**config.mk**
```make
export PLATFORM = sky130hd
export DESIGN_NAME = escape_sequence_decoder_unit
export DESIGN_NICKNAME = d
export VERILOG_FILES = /design/src/rtl/esdu_pkg.sv /design/src/rtl/escape_sequence_decoder_unit.sv
export SDC_FILE = /design/constraint.sdc
export NUM_CORES = 1
export LEC_CHECK = 0
export BUFFER_PORTS_ARGS = -buffer_cell sky130_fd_sc_hd__buf_2
export CAP_MARGIN = 20
export CORE_ASPECT_RATIO = 1.4
export CORE_MARGIN = 2
export CORE_UTILIZATION = 52
export DETAILED_ROUTE_END_ITERATION = 6
export MAX_ROUTING_LAYER = met4
export PLACE_DENSITY = 0.82
export SLEW_MARGIN = 20
export SYNTH_ARGS = -nofsm -noshare
export SYNTH_HDL_FRONTEND = slang
export SYNTH_SLANG_ARGS = --single-unit
```
**constraint.sdc**
```tcl
create_clock -name aclk -period 3.1 [get_ports aclk]
set_clock_uncertainty 0.2 [all_clocks]
set_input_delay 0.62 -clock aclk [delete_from_list [all_inputs] [get_ports aclk]]
set_output_delay 0.62 -clock aclk [all_outputs]
set_load 0.005 [all_outputs]
```
**src/rtl/esdu_pkg.sv**
```systemverilog
// Constants for the escape sequence decoder: byte width, escape characters, limits.
// No dependencies; imported by the decoder top level and its checker.
package esdu_pkg;

    localparam int unsigned CHAR_W = 8;
    localparam int unsigned ACC_W  = 10;

    localparam logic [CHAR_W-1:0] CH_BACKSLASH = 8'h5C;
    localparam logic [CHAR_W-1:0] CH_QUOTE     = 8'h22;
    localparam logic [CHAR_W-1:0] CH_T         = 8'h74;
    localparam logic [CHAR_W-1:0] CH_N         = 8'h6E;
    localparam logic [CHAR_W-1:0] CH_R         = 8'h72;
    localparam logic [CHAR_W-1:0] CH_A         = 8'h61;
    localparam logic [CHAR_W-1:0] CH_ZERO      = 8'h30;
    localparam logic [CHAR_W-1:0] CH_NINE      = 8'h39;

    localparam logic [CHAR_W-1:0] CODE_TAB = 8'h09;
    localparam logic [CHAR_W-1:0] CODE_LF  = 8'h0A;
    localparam logic [CHAR_W-1:0] CODE_CR  = 8'h0D;

    localparam logic [ACC_W-1:0] CODE_MAX = 10'd255;

endpackage

```
**src/rtl/escape_sequence_decoder_unit.sv**
```systemverilog
// Backslash escape decoder: one input byte per item, zero or one result per item.
// Depends on esdu_pkg.
// Path: input register, then result register. Throughput: one item per cycle unless
// m_tready stalls the result stage; decode state is updated in the single result stage.
// s_tready follows m_tready combinationally when both stages are full.
// Reset (aresetn low, synchronous): pipeline emptied, plain byte mode, no error.
module escape_sequence_decoder_unit
    import esdu_pkg::*;
(
    input  logic              aclk,
    input  logic              aresetn,
    input  logic              s_tvalid,
    output logic              s_tready,
    input  logic [CHAR_W-1:0] s_tdata,   // [7:0] in_byte
    input  logic              s_tlast,   // last_byte
    output logic              m_tvalid,
    input  logic              m_tready,
    output logic [CHAR_W-1:0] m_tdata,   // [7:0] out_char
    output logic [1:0]        m_tuser,   // [0] byte_valid, [1] decode_error
    output logic              m_tlast    // end_of_string
);

    typedef enum logic [2:0] {
        MODE_PLAIN,
        MODE_ESCAPE,
        MODE_DIG1,
        MODE_DIG2,
        MODE_DIG3,
        MODE_DRAIN
    } mode_t;

    logic              in_vld_reg;
    logic [CHAR_W-1:0] in_byte_reg;
    logic              in_last_reg;

    mode_t             mode_reg, mode_next;
    logic [ACC_W-1:0]  acc_reg, acc_next;
    logic              err_reg, err_next;

    logic              out_vld_reg, out_vld_next;
    logic [CHAR_W-1:0] out_char_reg, out_char_next;
    logic              out_bv_reg, out_bv_next;
    logic              out_err_reg, out_err_next;
    logic              out_eos_reg, out_eos_next;

    logic              out_free;
    logic              step;
    logic              have;
    logic [CHAR_W-1:0] ch;
    logic              is_digit;
    logic [ACC_W-1:0]  acc_sum;
    mode_t             mode_dec;
    logic [ACC_W-1:0]  acc_dec;
    logic              err_dec;

    assign out_free = !out_vld_reg || m_tready;
    assign step     = in_vld_reg && out_free;
    assign s_tready = !in_vld_reg || out_free;

    assign is_digit = (in_byte_reg >= CH_ZERO) && (in_byte_reg <= CH_NINE);
    assign acc_sum  = (acc_reg << 3) + (acc_reg << 1)
                    + {{(ACC_W-CHAR_W){1'b0}}, in_byte_reg - CH_ZERO};

    always_comb begin
        have     = 1'b0;
        ch       = '0;
        mode_dec = mode_reg;
        acc_dec  = acc_reg;
        err_dec  = err_reg;
        unique case (mode_reg)
            MODE_PLAIN: begin
                if (in_byte_reg == CH_BACKSLASH) begin
                    mode_dec = MODE_ESCAPE;
                end else begin
                    have = 1'b1;
                    ch   = in_byte_reg;
                end
            end
            MODE_ESCAPE: begin
                mode_dec = MODE_PLAIN;
                unique case (in_byte_reg)
                    CH_BACKSLASH: begin have = 1'b1; ch = CH_BACKSLASH; end
                    CH_QUOTE:     begin have = 1'b1; ch = CH_QUOTE;     end
                    CH_T:         begin have = 1'b1; ch = CODE_TAB;     end
                    CH_N:         begin have = 1'b1; ch = CODE_LF;      end
                    CH_R:         begin have = 1'b1; ch = CODE_CR;      end
                    CH_A: begin
                        mode_dec = MODE_DIG1;
                        acc_dec  = '0;
                    end
                    default: begin
                        err_dec  = 1'b1;
                        mode_dec = MODE_DRAIN;
                        acc_dec  = '0;
                    end
                endcase
            end
            MODE_DIG1, MODE_DIG2, MODE_DIG3: begin
                if (!is_digit) begin
                    err_dec  = 1'b1;
                    mode_dec = MODE_DRAIN;
                    acc_dec  = '0;
                end else if (mode_reg == MODE_DIG3) begin
                    if (acc_sum > CODE_MAX) begin
                        err_dec  = 1'b1;
                        mode_dec = MODE_DRAIN;
                        acc_dec  = '0;
                    end else begin
                        have     = 1'b1;
                        ch       = acc_sum[CHAR_W-1:0];
                        mode_dec = MODE_PLAIN;
                        acc_dec  = '0;
                    end
                end else begin
                    acc_dec  = acc_sum;
                    mode_dec = (mode_reg == MODE_DIG1) ? MODE_DIG2 : MODE_DIG3;
                end
            end
            default: begin
            end
        endcase
    end

    always_comb begin
        mode_next     = mode_reg;
        acc_next      = acc_reg;
        err_next      = err_reg;
        out_vld_next  = out_vld_reg && !m_tready;
        out_char_next = out_char_reg;
        out_bv_next   = out_bv_reg;
        out_err_next  = out_err_reg;
        out_eos_next  = out_eos_reg;
        if (step) begin
            out_char_next = have ? ch : '0;
            out_bv_next   = have;
            if (in_last_reg) begin
                // a string that ends inside a numeric escape is an error
                out_err_next = err_dec || mode_dec == MODE_DIG1
                             || mode_dec == MODE_DIG2 || mode_dec == MODE_DIG3;
                out_eos_next = 1'b1;
                out_vld_next = 1'b1;
                mode_next    = MODE_PLAIN;
                acc_next     = '0;
                err_next     = 1'b0;
            end else begin
                out_err_next = 1'b0;
                out_eos_next = 1'b0;
                out_vld_next = have;
                mode_next    = mode_dec;
                acc_next     = acc_dec;
                err_next     = err_dec;
            end
        end
    end

    always_ff @(posedge aclk) begin
        if (!aresetn) begin
            in_vld_reg  <= 1'b0;
            out_vld_reg <= 1'b0;
            mode_reg    <= MODE_PLAIN;
            acc_reg     <= '0;
            err_reg     <= 1'b0;
        end else begin
            if (s_tready) begin
                in_vld_reg <= s_tvalid;
            end
            out_vld_reg <= out_vld_next;
            mode_reg    <= mode_next;
            acc_reg     <= acc_next;
            err_reg     <= err_next;
        end
        if (s_tready && s_tvalid) begin
            in_byte_reg <= s_tdata;
            in_last_reg <= s_tlast;
        end
        out_char_reg <= out_char_next;
        out_bv_reg   <= out_bv_next;
        out_err_reg  <= out_err_next;
        out_eos_reg  <= out_eos_next;
    end

    assign m_tvalid = out_vld_reg;
    assign m_tdata  = out_char_reg;
    assign m_tuser  = {out_err_reg, out_bv_reg};
    assign m_tlast  = out_eos_reg;

endmodule

```
Word level (Yosys, flattened, before mapping). Cells that the tools add are included.

Flip-flop bits (word level): 35. Input port bits: 13. Output and inout port bits: 13. Word-level logic and storage cells: 83.

$add $sub $neg: 3. Magnitude comparators: 3. Equal/unequal tests: 14. Mux-type cells: 34. Reduce and logical (&&, ||, !) cells: 18.

Operator list (number): $eq 8x7->1 const B (5); $mux 9 (4); $pmux 7 s5 (1); $mux 8 (4); $pmux 8 s3 (1); $mux 3 (6); $pmux 9 s2 (1); $mux 1 (13); $eq 3x2->1 const B (4); $add 10x10->10 (1); $add 10x8->10 (1); $gt 10x8->1 const B (1); $pmux 3 s3 (1); $eq 8x6->1 const B (1); $ge 8x6->1 const B (1); $le 8x6->1 const B (1); $sub 8x6->8 const B (1); $eq 3x3->1 const B (2); $pmux 3 s2 (1); $reduce_or 6->1 (1); $logic_or 1x1->1 (5); $reduce_or 5->1 (1); $logic_and 1x1->1 (4); $eq 3x1->1 const B (1); other kinds (8) (10).

Logic depth before layout (Yosys ltp). Gate-level depths: netlist of run 1.

Depth after elaboration: 11. Depth in mapped cells: 11. Gate-level depth less buffers: 11.

Least setup slack after synthesis of run 1. OpenSTA, ideal clock, no wires.

Path type: register -> register. Start: reg in_byte_reg[3]. End: reg out_char_reg[1] (netlist: m_tdata[1]) (data pin). Library setup time: 0.261 ns. Data arrival time: 2.851 ns. Slack: -0.212 ns. Stages on the path, launching flop included: 11. Period minus slack after synthesis: 3.312 ns. Path through: edfxtp_1 > inv_1 > fa_1 > inv_1 > fa_1 > a211oi_1 > nor2_1 > or4_1 > nand3_1 > nor4_4 > a221o_1.

Word-level cells in the longest chain between the ends: 7. Elaborated cells between the ends (all ways): 24.

RTL lines: start, declared (line escape_sequence_decoder_unit.sv:33) `logic [CHAR_W-1:0] in_byte_reg;`; start signal, assigned (line escape_sequence_decoder_unit.sv:173) `in_byte_reg <= s_tdata;`; $sub 8x6->8 (line escape_sequence_decoder_unit.sv:62) `+ {{(ACC_W-CHAR_W){1'b0}}, in_byte_reg - CH_ZERO};`; $add 10x8->10 (line escape_sequence_decoder_unit.sv:62); $gt 10x8->1 (line escape_sequence_decoder_unit.sv:104) `if (acc_sum > CODE_MAX) begin`; $mux 8 / $mux 1 (equally long branches) (line escape_sequence_decoder_unit.sv:104); $mux 8 / $mux 1 (equally long branches) (line escape_sequence_decoder_unit.sv:103) `end else if (mode_reg == MODE_DIG3) begin`; $mux 8 / $mux 1 (equally long branches) (line escape_sequence_decoder_unit.sv:99) `if (!is_digit) begin`; $pmux 8 s3 / $pmux 1 s3 (equally long branches) (line escape_sequence_decoder_unit.sv:70) `unique case (mode_reg)`; end signal, assigned (line escape_sequence_decoder_unit.sv:176) `out_char_reg <= out_char_next;`; end, declared (line escape_sequence_decoder_unit.sv:41) `logic [CHAR_W-1:0] out_char_reg, out_char_next;`.

Parallel ways exist; a longest one is shown, timed or not. A chain may end at the register's enable or synchronous reset.

Worst setup path in the final report of run 1.
Start: reg in_byte_reg[5]. End: reg out_vld_reg (netlist: m_tvalid).

Word-level cells in the longest chain between the ends: 9. Elaborated cells between the ends (all ways): 20.

RTL lines: $sub 8x6->8 (line escape_sequence_decoder_unit.sv:62); $add 10x8->10 (line escape_sequence_decoder_unit.sv:62); $gt 10x8->1 (line escape_sequence_decoder_unit.sv:104); $mux 1 (line escape_sequence_decoder_unit.sv:104); $mux 1 (line escape_sequence_decoder_unit.sv:103); $mux 1 (line escape_sequence_decoder_unit.sv:99); $pmux 1 s3 (*) (line escape_sequence_decoder_unit.sv:70); $mux 1 (*) (line escape_sequence_decoder_unit.sv:136) `if (in_last_reg) begin`; $mux 1 (*) (line escape_sequence_decoder_unit.sv:133) `if (step) begin`; end signal, assigned (line escape_sequence_decoder_unit.sv:167) `out_vld_reg <= out_vld_next;`; end, declared (line escape_sequence_decoder_unit.sv:40) `logic out_vld_reg, out_vld_next;`.

Every way passes the cells marked *; elsewhere a longest branch is shown, timed or not.

==> reports/results.txt, run 1 <==
part of the cycle the worst path needs -> 1.077
# nets final -> 315
met1 Use GR -> 0.2635
status -> complete, but fails checks
Hold Crit Endpoint -> acc_reg[5]
Fill cells -> 288
syn nets -> 259
TNS Setup -> -2385 ps
Max transition margin -> 0.5249
worst endpoint required time -> 3110 ps
mean area per synthesized cell -> 9.778 µm²
global-route wire length before repair -> 9.197 mm
CTS tree -> yes
Setup crit end kind -> flop
fin worst setup slack -> -238.1 ps
r2r endpoint -> m_tvalid
multi-input logic area -> 0.001368 mm²
RSZ-0062 raised after global routing -> true
Synth Cell Area -> 0.002220 mm²
area of the die -> 0.004814 mm²
HPWL after DPL -> 4.313 mm
endpoints failing hold -> 0
HP Start -> acc_reg[5]
die span in y -> 81.31 µm
clock tree buffer depth -> 2
Async SR Flop Fraction -> 0
H-tree levels -> 2
Worst-Margin Slew -> 706.7 ps
Finished Layout Cells -> 329
vias in the first global route -> 2018
Slew Limit Fails -> 0
placeable core region -> 0.004169 mm²
Peak Freq -> 299.6 MHz
total global routing overflow -> 0
worst-case reg-to-reg path depth -> 10
I/O pin total -> 26
kind of critical path -> reg -> reg
setup slack, reg-to-reg -> -240 ps
number of buffers added on ports -> 25
top cells by count, synth -> edfxtp_1, nand2_1, inv_1, nor2_1, dfxtp_1
number of synthesized flops with an enable pin -> 20
post-synthesis register bit count -> 35
Area contributors post-synth -> edfxtp_1, dfxtp_1, ha_1
Unique masters post-synth -> 56
antenna cells -> 0
GP Congestion -> 0.9264
Seq/Total Area, Yosys -> 0.4059
top cell type's share of synthesized area -> 0.2706
wire length per cell -> 17.87 µm
via count -> 2067
max reg flops -> 9
CP Max Fanout -> 4
fraction of layout cells with a size suffix above 1 -> 0.3310
Tot Pwr -> 0.0009659 W
maximum VDD drop -> 207.2 µV
area grow syn2layout -> 27.90%
clock sinks -> 35
grt peak-use layer -> met2
met2 usage -> 0.4560
most common cell in the synthesized netlist -> edfxtp_1
Lkg Pwr -> 1.148 nW
dominant cell type by area after synthesis -> edfxtp_1
starting density of the core -> 0.5324
Arrival @ worst endpoint -> 3350 ps
DR vias/cell -> 6.283
total routing usage reported by global routing -> 0.2644
first drt pass iteration count -> 4
initial antenna violation count -> 0
met3 Use GR -> 0.05096
Syn. warnings -> 0
Worst Hold Class -> reg -> reg
Crit Reg-Reg Startpoint -> in_byte_reg[5]
routed wire length -> 5.878 mm
pin count of the biggest net entering global routing -> 17
critical path launch point type -> flop
crit path time final -> 3338 ps
DRC violations left -> 0
final antenna-violating net count -> 0
Place WS -> -313.8 ps
hold depth -> 2
ys flop type -> edfxtp_1
Power Density -> 340.2 mW/mm²
Die W -> 59.22 µm
Mapped Cells -> 227
worst-skew pair later-pin latency -> 290 ps
failing checks -> negative setup slack
placed insts -> 316
Setup-failing EPs final -> 14
FF+latch area -> 900.9 µm²
initial DRC count -> 177
MaxCap Viol Count -> 0
CTS root buffer -> clkbuf_8
Core Rows -> 28
Min Hold Slack -> 279.0 ps
cts bufs inserted -> 5
clk slew on worst S/H paths -> 70 ps
cells by family (layout without fill, tap and decap cells):
family          count (synthesis)  count (layout)  share of synthesized area
xor+xnor                        8               8                    0.03156
fa+ha+maj                      19              19                     0.1274
simple gates                   76              76                     0.1877
mux                             1               1                   0.004510
compound gates                 63              63                     0.1950
flops                          35              35                     0.4059
buf+inv                        25              82                    0.04791
layout make-up:
type	count	share of cell area
inverters	17	0.02248
flip-flops and latches	35	0.3173
repair buffers	57	0.1287
multi-input cells	167	0.4817
clock buffers	6	0.02556
clock inverters	2	0.004407
well taps	45	0.01983
how the worst max path moves through the flow:
stage | start | end | cells after the start
final | in_byte_reg[5] | m_tvalid | 10
after global routing | in_byte_reg[5] | m_tvalid | 10
after CTS | in_byte_reg[4] | m_tvalid | 10
after detailed placement | in_byte_reg[4] | m_tdata[0] | 10
after global placement | in_byte_reg[4] | m_tdata[0] | 10
after floorplan | in_byte_reg[4] | m_tdata[1] | 11
where the power goes:
part	total (W)	switching, W	internal (W)
sequential	0.000517	0.00000973	0.000507
combinational	0.000126	0.0000673	0.0000585
clock	0.000323	0.000166	0.000157
total	0.000966	0.000244	0.000722
per-stage QoR:
| stage | utilization | cell area [µm²] |
|---|---|---|
| final | 0.6810 | 2839 |
| after global routing | 0.6810 | 2839 |
| after CTS | 0.6648 | 2771 |
| after detailed placement | 0.6264 | 2611 |
| after global placement | 0.6264 | 2611 |
| after floorplan | - | 2270 |
worst max-delay path: stages (launching register included):
cell	delay, ps
edfxtp_1	460
ha_2	230
xor2_1	150
fa_1	530
inv_2	60
ha_4	160
a2111o_1	400
o22ai_4	220
xnor2_4	120
or4_4	560
a31oi_1	170
cell usage in the layout (no fill, tap or decap), types with 2 or more instances in the layout:
cell      Yosys  layout
a221o_1       6       6
ha_2          0       2
dfxtp_1      15      15
inv_2         0       3
o21ai_1       8      10
xor2_1        4       4
nor2_1       16      16
a21oi_1      10       8
buf_2         4      25
a21oi_2       1       3
ha_4          0       3
inv_1        17      14
clkbuf_8      0       5
fa_1          6       5
or3_1         2       2
a211oi_1      6       4
o21a_1        2       2
ha_1         13       8
xnor2_1       4       3
or4_4         1       2
o21ai_0      12      10
nand3_1      12      10
buf_4         2      32
nor3_1        4       4
nand2b_1      2       2
and2_1        2       2
nor2b_1       5       5
a21o_1        2       2
nand2_1      19      19
edfxtp_1     20      20
layer usage:
| layer | up-vias | share of wire |
|---|---|---|
| li1 | 947 | - |
| met1 | 975 | 0.34 |
| met2 | 113 | 0.53 |
| met3 | 32 | 0.062 |
| met4 | 0 | 0.063 |
| met5 | - | 0 |
repair_timing:
item / 4_1_cts / 5_1_grt
setup buffers: 3 / 2
pin swaps: 7 / 3
setup endpoints to repair: 14 / 14
hold buffers: 0 / 0
gates resized for setup: 10 / 10
No activity file was read; power rests on OpenSTA's default activity.
==> inputs of run 2 (changes only) <==
--- a/config.mk
+++ b/config.mk
@@ -5,7 +5,7 @@
 export SDC_FILE = /design/constraint.sdc
 export NUM_CORES = 1
 export LEC_CHECK = 0
-export BUFFER_PORTS_ARGS = -buffer_cell sky130_fd_sc_hd__buf_2
+export BUFFER_PORTS_ARGS = -buffer_cell sky130_fd_sc_hd__buf_4
 export CAP_MARGIN = 20
 export CORE_ASPECT_RATIO = 1.4
 export CORE_MARGIN = 2
==> run 2 against run 1 <==
Net effect: the run still ends with negative setup slack left; register-to-register slack barely moved; hold slack got worse by 6.3 ps; critical path depth fell by 1; sequential power barely moved; global-route usage barely moved; maximum frequency barely moved; total power rose by 3.2%; sequential share of layout area fell by 0.40 points; flip-flop and latch count did not move; critical endpoint unchanged; largest cell class unchanged; largest power group unchanged.
==> reports/results.txt, run 2 (synthesized netlist as in run 1, its figures left out) <==
wire length per cell -> 18.32 µm
crit path time final -> 3338 ps
area grow syn2layout -> 29.54%
Critical-path top delay cell -> or4_4
CTS root buffer -> clkbuf_8
TNS Setup -> -2473 ps
vias in the first global route -> 1996
via count -> 2045
Tot Pwr -> 0.0009964 W
fin util -> 0.6897
Arrival @ worst endpoint -> 3360 ps
commonest non-fill, non-tap cell in the layout -> buf_4
RSZ-0062 raised after global routing -> true
Max transition margin -> 0.4956
family with the most delay on the worst path -> compound AO/OA/AOI/OAI gates
placeable core region -> 0.004169 mm²
antenna cells -> 0
number of buffers added on ports -> 25
WP buf/inv -> 0
worst endpoint required time -> 3130 ps
Lkg Pwr -> 1.160 nW
crit-path max cell delay -> 550 ps
final antenna-violating net count -> 0
DRC violations left -> 0
total global routing overflow -> 0
Die W -> 59.22 µm
routed wire length -> 6.010 mm
Peak Freq -> 299.5 MHz
worst-path cell chain -> a21oi_1, xor2_1, fa_1, ha_4, a2111o_1, o22ai_4, xnor2_4, or4_4, a31oi_1
kind of critical path -> reg -> reg
most frequent cells in the layout -> buf_4, edfxtp_1, nand2_1
endpoints failing hold -> 0
worst-skew pair later-pin latency -> 300 ps
Core Rows -> 28
Setup crit end kind -> flop
max reg flops -> 9
Final Instance Area -> 0.002875 mm²
Worst-Margin Slew -> 753.2 ps
CP Max Fanout -> 5
placed cell areas -> 0.002666 mm²
# nets final -> 314
starting density of the core -> 0.5324
initial antenna violation count -> 0
Worst Hold Class -> reg -> reg
Slew Limit Fails -> 0
failing checks -> negative setup slack
clk slew on worst S/H paths -> 80 ps
clock sinks -> 35
cts bufs inserted -> 5
H-tree levels -> 2
Post-CTS Hold Fix Bufs -> 0
I/O pin total -> 26
clock tree buffer depth -> 2
MaxCap Viol Count -> 0
HPWL after DPL -> 4.311 mm
fraction of layout cells with a size suffix above 1 -> 0.3251
critical path launch point type -> flop
part of the cycle the worst path needs -> 1.077
total routing usage reported by global routing -> 0.2642
maximum VDD drop -> 174.0 µV
GP Congestion -> 0.9551
first drt pass iteration count -> 5
area of the die -> 0.004814 mm²
status -> complete, but fails checks
initial DRC count -> 153
Fill cells -> 309
fin worst setup slack -> -238.4 ps
pin count of the biggest net entering global routing -> 17
Min Hold Slack -> 272.8 ps
DR vias/cell -> 6.235
die span in y -> 81.31 µm
CTS tree -> yes
Power Density -> 346.6 mW/mm²
Setup-failing EPs final -> 14
global-route wire length before repair -> 9.218 mm
-- run 2: path summary, 6_finish.rpt --
| check | startpoint | to | slack (ps) | depth (start not counted) |
|---|---|---|---|---|
| worst max-delay path | in_byte_reg[4] | m_tvalid | -240 | 9 |
| worst min-delay path | acc_reg[5] | acc_reg[5] | 270 | 2 |
| worst max register to register | in_byte_reg[4] | m_tvalid | -240 | 9 |
| worst min register to register | acc_reg[5] | acc_reg[5] | 270 | 2 |
-- run 2: per-stage QoR --
stage | worst slack, ps | instances
finish | -238.4 | 328
global route | -353.9 | 328
CTS | -140.5 | 326
detailed placement | -213.4 | 315
global placement | -143.2 | 315
floorplan | -72.51 | 227
-- run 2: layer usage --
| metal | part of all wire | wire length, µm | vias up | global-route usage |
|---|---|---|---|---|
| met4 | 0.045 | 272 | 0 | 0.1659 |
| li1 | - | - | 944 | - |
| met1 | 0.38 | 2263 | 965 | 0.2729 |
| met5 | 0 | 0 | - | - |
| met3 | 0.051 | 306 | 33 | 0.04299 |
| met2 | 0.53 | 3167 | 103 | 0.4549 |
-- run 2: report_power, final --
part	internal (W)	switching (W)	leakage, nW
Sequential	0.000507	0.00000999	0.310
Clock	0.000157	0.000187	0.0418
Combinational	0.0000662	0.0000694	0.808
-- run 2: repair_timing --
action	4_1_cts	5_1_grt
endpoints found under the setup margin	14	14
setup buffers	4	3
gates cloned	0	0
resized for setup	12	5
pin swaps	13	7
-- run 2: area by class of cell --
cell class                 count  area (µm²)  area share
clock buffer                   5       68.82     0.02393
clock inverter                 3       20.02    0.006963
inverter                      17       63.81     0.02219
multi-input combinational    167        1345      0.4678
sequential                    35       900.9      0.3133
tap                           45       56.30     0.01958
timing repair buffer          56       420.4      0.1462
-- run 2: worst min-delay path: stages, from the launching register on --
cell     delay [ps]
dfxtp_1         330
nand2_1          60
o21ai_1          50
==> inputs of run 3 (changes only) <==
--- a/config.mk
+++ b/config.mk
@@ -7,7 +7,7 @@
 export LEC_CHECK = 0
 export BUFFER_PORTS_ARGS = -buffer_cell sky130_fd_sc_hd__buf_4
 export CAP_MARGIN = 20
-export CORE_ASPECT_RATIO = 1.4
+export CORE_ASPECT_RATIO = 1.75
 export CORE_MARGIN = 2
 export CORE_UTILIZATION = 52
 export DETAILED_ROUTE_END_ITERATION = 6
==> run 3 against run 2 <==
Net effect: the flow still finishes with violations (negative setup slack); flip-flop and latch count unchanged; worst setup slack worse by 110 ps; non-clock buffer count up 8; clock power down 6.1%; cell count up 3.7%; hold slack worse by 2.3 ps; count of clock-buffer cells in the layout up 2; critical path type unchanged; critical endpoint is now m_tdata[6].
==> reports/results.txt, run 3 (synthesized netlist as in run 1, its figures left out) <==
initial antenna violation count -> 0
total routing usage reported by global routing -> 0.2808
initial DRC count -> 92
MaxCap Viol Count -> 0
number of buffers added on ports -> 25
kind of critical path -> reg -> reg
worst endpoint required time -> 2940 ps
wire length per cell -> 18.72 µm
clock tree buffer depth -> 2
pin count of the biggest net entering global routing -> 19
vias in the first global route -> 2047
endpoints failing hold -> 0
# nets final -> 322
antenna cells -> 0
final antenna-violating net count -> 0
I/O pin total -> 26
die span in y -> 90.43 µm
DR top layer -> met4
Setup-failing EPs final -> 14
via count -> 2077
max reg flops -> 9
routed wl met3 -> 306 µm
Die W -> 53.39 µm
Worst-Margin Slew -> 784.5 ps
Critical-path top delay cell -> edfxtp_1
worst-path cell chain -> a21oi_2, xor2_2, fa_1, ha_1, a2111o_1, o22ai_2, xnor2_2, buf_4, nor4_4, buf_4, a221o_1
clock sinks -> 35
Fill cells -> 288
starting density of the core -> 0.5399
CP Max Fanout -> 7
met2 WL post-DR -> 3.509 mm
Lkg Pwr -> 1.229 nW
Power Density -> 329.1 mW/mm²
critical path launch point type -> flop
fin worst setup slack -> -351.7 ps
clk slew on worst S/H paths -> 70 ps
crit-path max cell delay -> 460 ps
Crit path top cell by count -> buf_4
maximum VDD drop -> 237.0 µV
Slew Limit Fails -> 0
area grow syn2layout -> 34.16%
TNS Setup -> -3864 ps
Worst Hold Class -> reg -> reg
crit path time final -> 3452 ps
routed wire length -> 6.365 mm
Arrival @ worst endpoint -> 3290 ps
H-tree levels -> 2
Core Rows -> 31
DRC violations left -> 0
RSZ-0062 raised after global routing -> true
cts bufs inserted -> 5
commonest non-fill, non-tap cell in the layout -> buf_4
most frequent cells in the layout -> buf_4, edfxtp_1, nand2_1
Min Hold Slack -> 270.5 ps
first drt pass iteration count -> 4
fraction of layout cells with a size suffix above 1 -> 0.3677
GP Congestion -> 0.9644
DR vias/cell -> 6.109
Peak Freq -> 289.7 MHz
Max transition margin -> 0.4725
status -> complete, but fails checks
worst-skew pair later-pin latency -> 290 ps
total global routing overflow -> 0
area of the die -> 0.004827 mm²
placeable core region -> 0.004111 mm²
part of the cycle the worst path needs -> 1.113
global-route wire length before repair -> 9.694 mm
CTS tree -> yes
failing checks -> negative setup slack
CTS root buffer -> clkbuf_8
Setup crit end kind -> flop
HPWL after DPL -> 4.513 mm
post-route met1 wirelength -> 2.186 mm
-- run 3: stage by stage --
stage               cell area [µm²]    util  power [W]  instances  setup WS [ps]
floorplan                      2270       -  0.0005894        227         -72.51
global placement               2701  0.6570  0.0006488        323         -280.7
detailed placement             2701  0.6570  0.0006521        323         -328.1
CTS                            2855  0.6945  0.0009655        333         -289.0
global route                   2978  0.7243   0.001007        340         -462.2
finish                         2978  0.7243  0.0009800        340         -351.7
-- run 3: path summary, 6_finish.rpt --
kind	start	to	slack, ps	depth (start not counted)
min reg2reg	acc_reg[8]	acc_reg[8]	270	2
max	in_byte_reg[4]	m_tdata[6]	-350	11
max reg2reg	in_byte_reg[4]	m_tdata[6]	-350	11
min	acc_reg[8]	acc_reg[8]	270	2
-- run 3: per-layer routing --
layer,up-vias,global-route usage
met5,-,-
met4,0,0.1538
met1,987,0.2775
met3,36,0.05132
li1,960,-
met2,94,0.4877
-- run 3: cell type report --
type / instances / area (µm²) / area share
clock inverter: 1 / 5.005 / 0.001681
clock buffer: 7 / 76.32 / 0.02563
inverter: 17 / 63.81 / 0.02143
tap: 49 / 61.31 / 0.02059
multi-input combinational: 167 / 1386 / 0.4655
timing repair buffer: 64 / 484.2 / 0.1626
sequential: 35 / 900.9 / 0.3025
-- run 3: worst max-delay path, delay by kind of cell, from the launching register on --
family	cells	cell delay (ps)
flops	1	460
buf+inv	2	360
xor+xnor	2	280
compound gates	4	1160
fa+ha+maj	2	700
simple gates	1	30
-- run 3: power by group --
group          internal, W  switching [W]
clock             0.000158       0.000165
combinational    0.0000687      0.0000706
sequential        0.000507      0.0000108
total             0.000733       0.000246
-- run 3: repair_timing --
action,CTS,global route
gates resized for setup,10,18
setup endpoints to repair,14,15
setup buffers,3,9
pin swaps,16,17
hold buffers,0,0
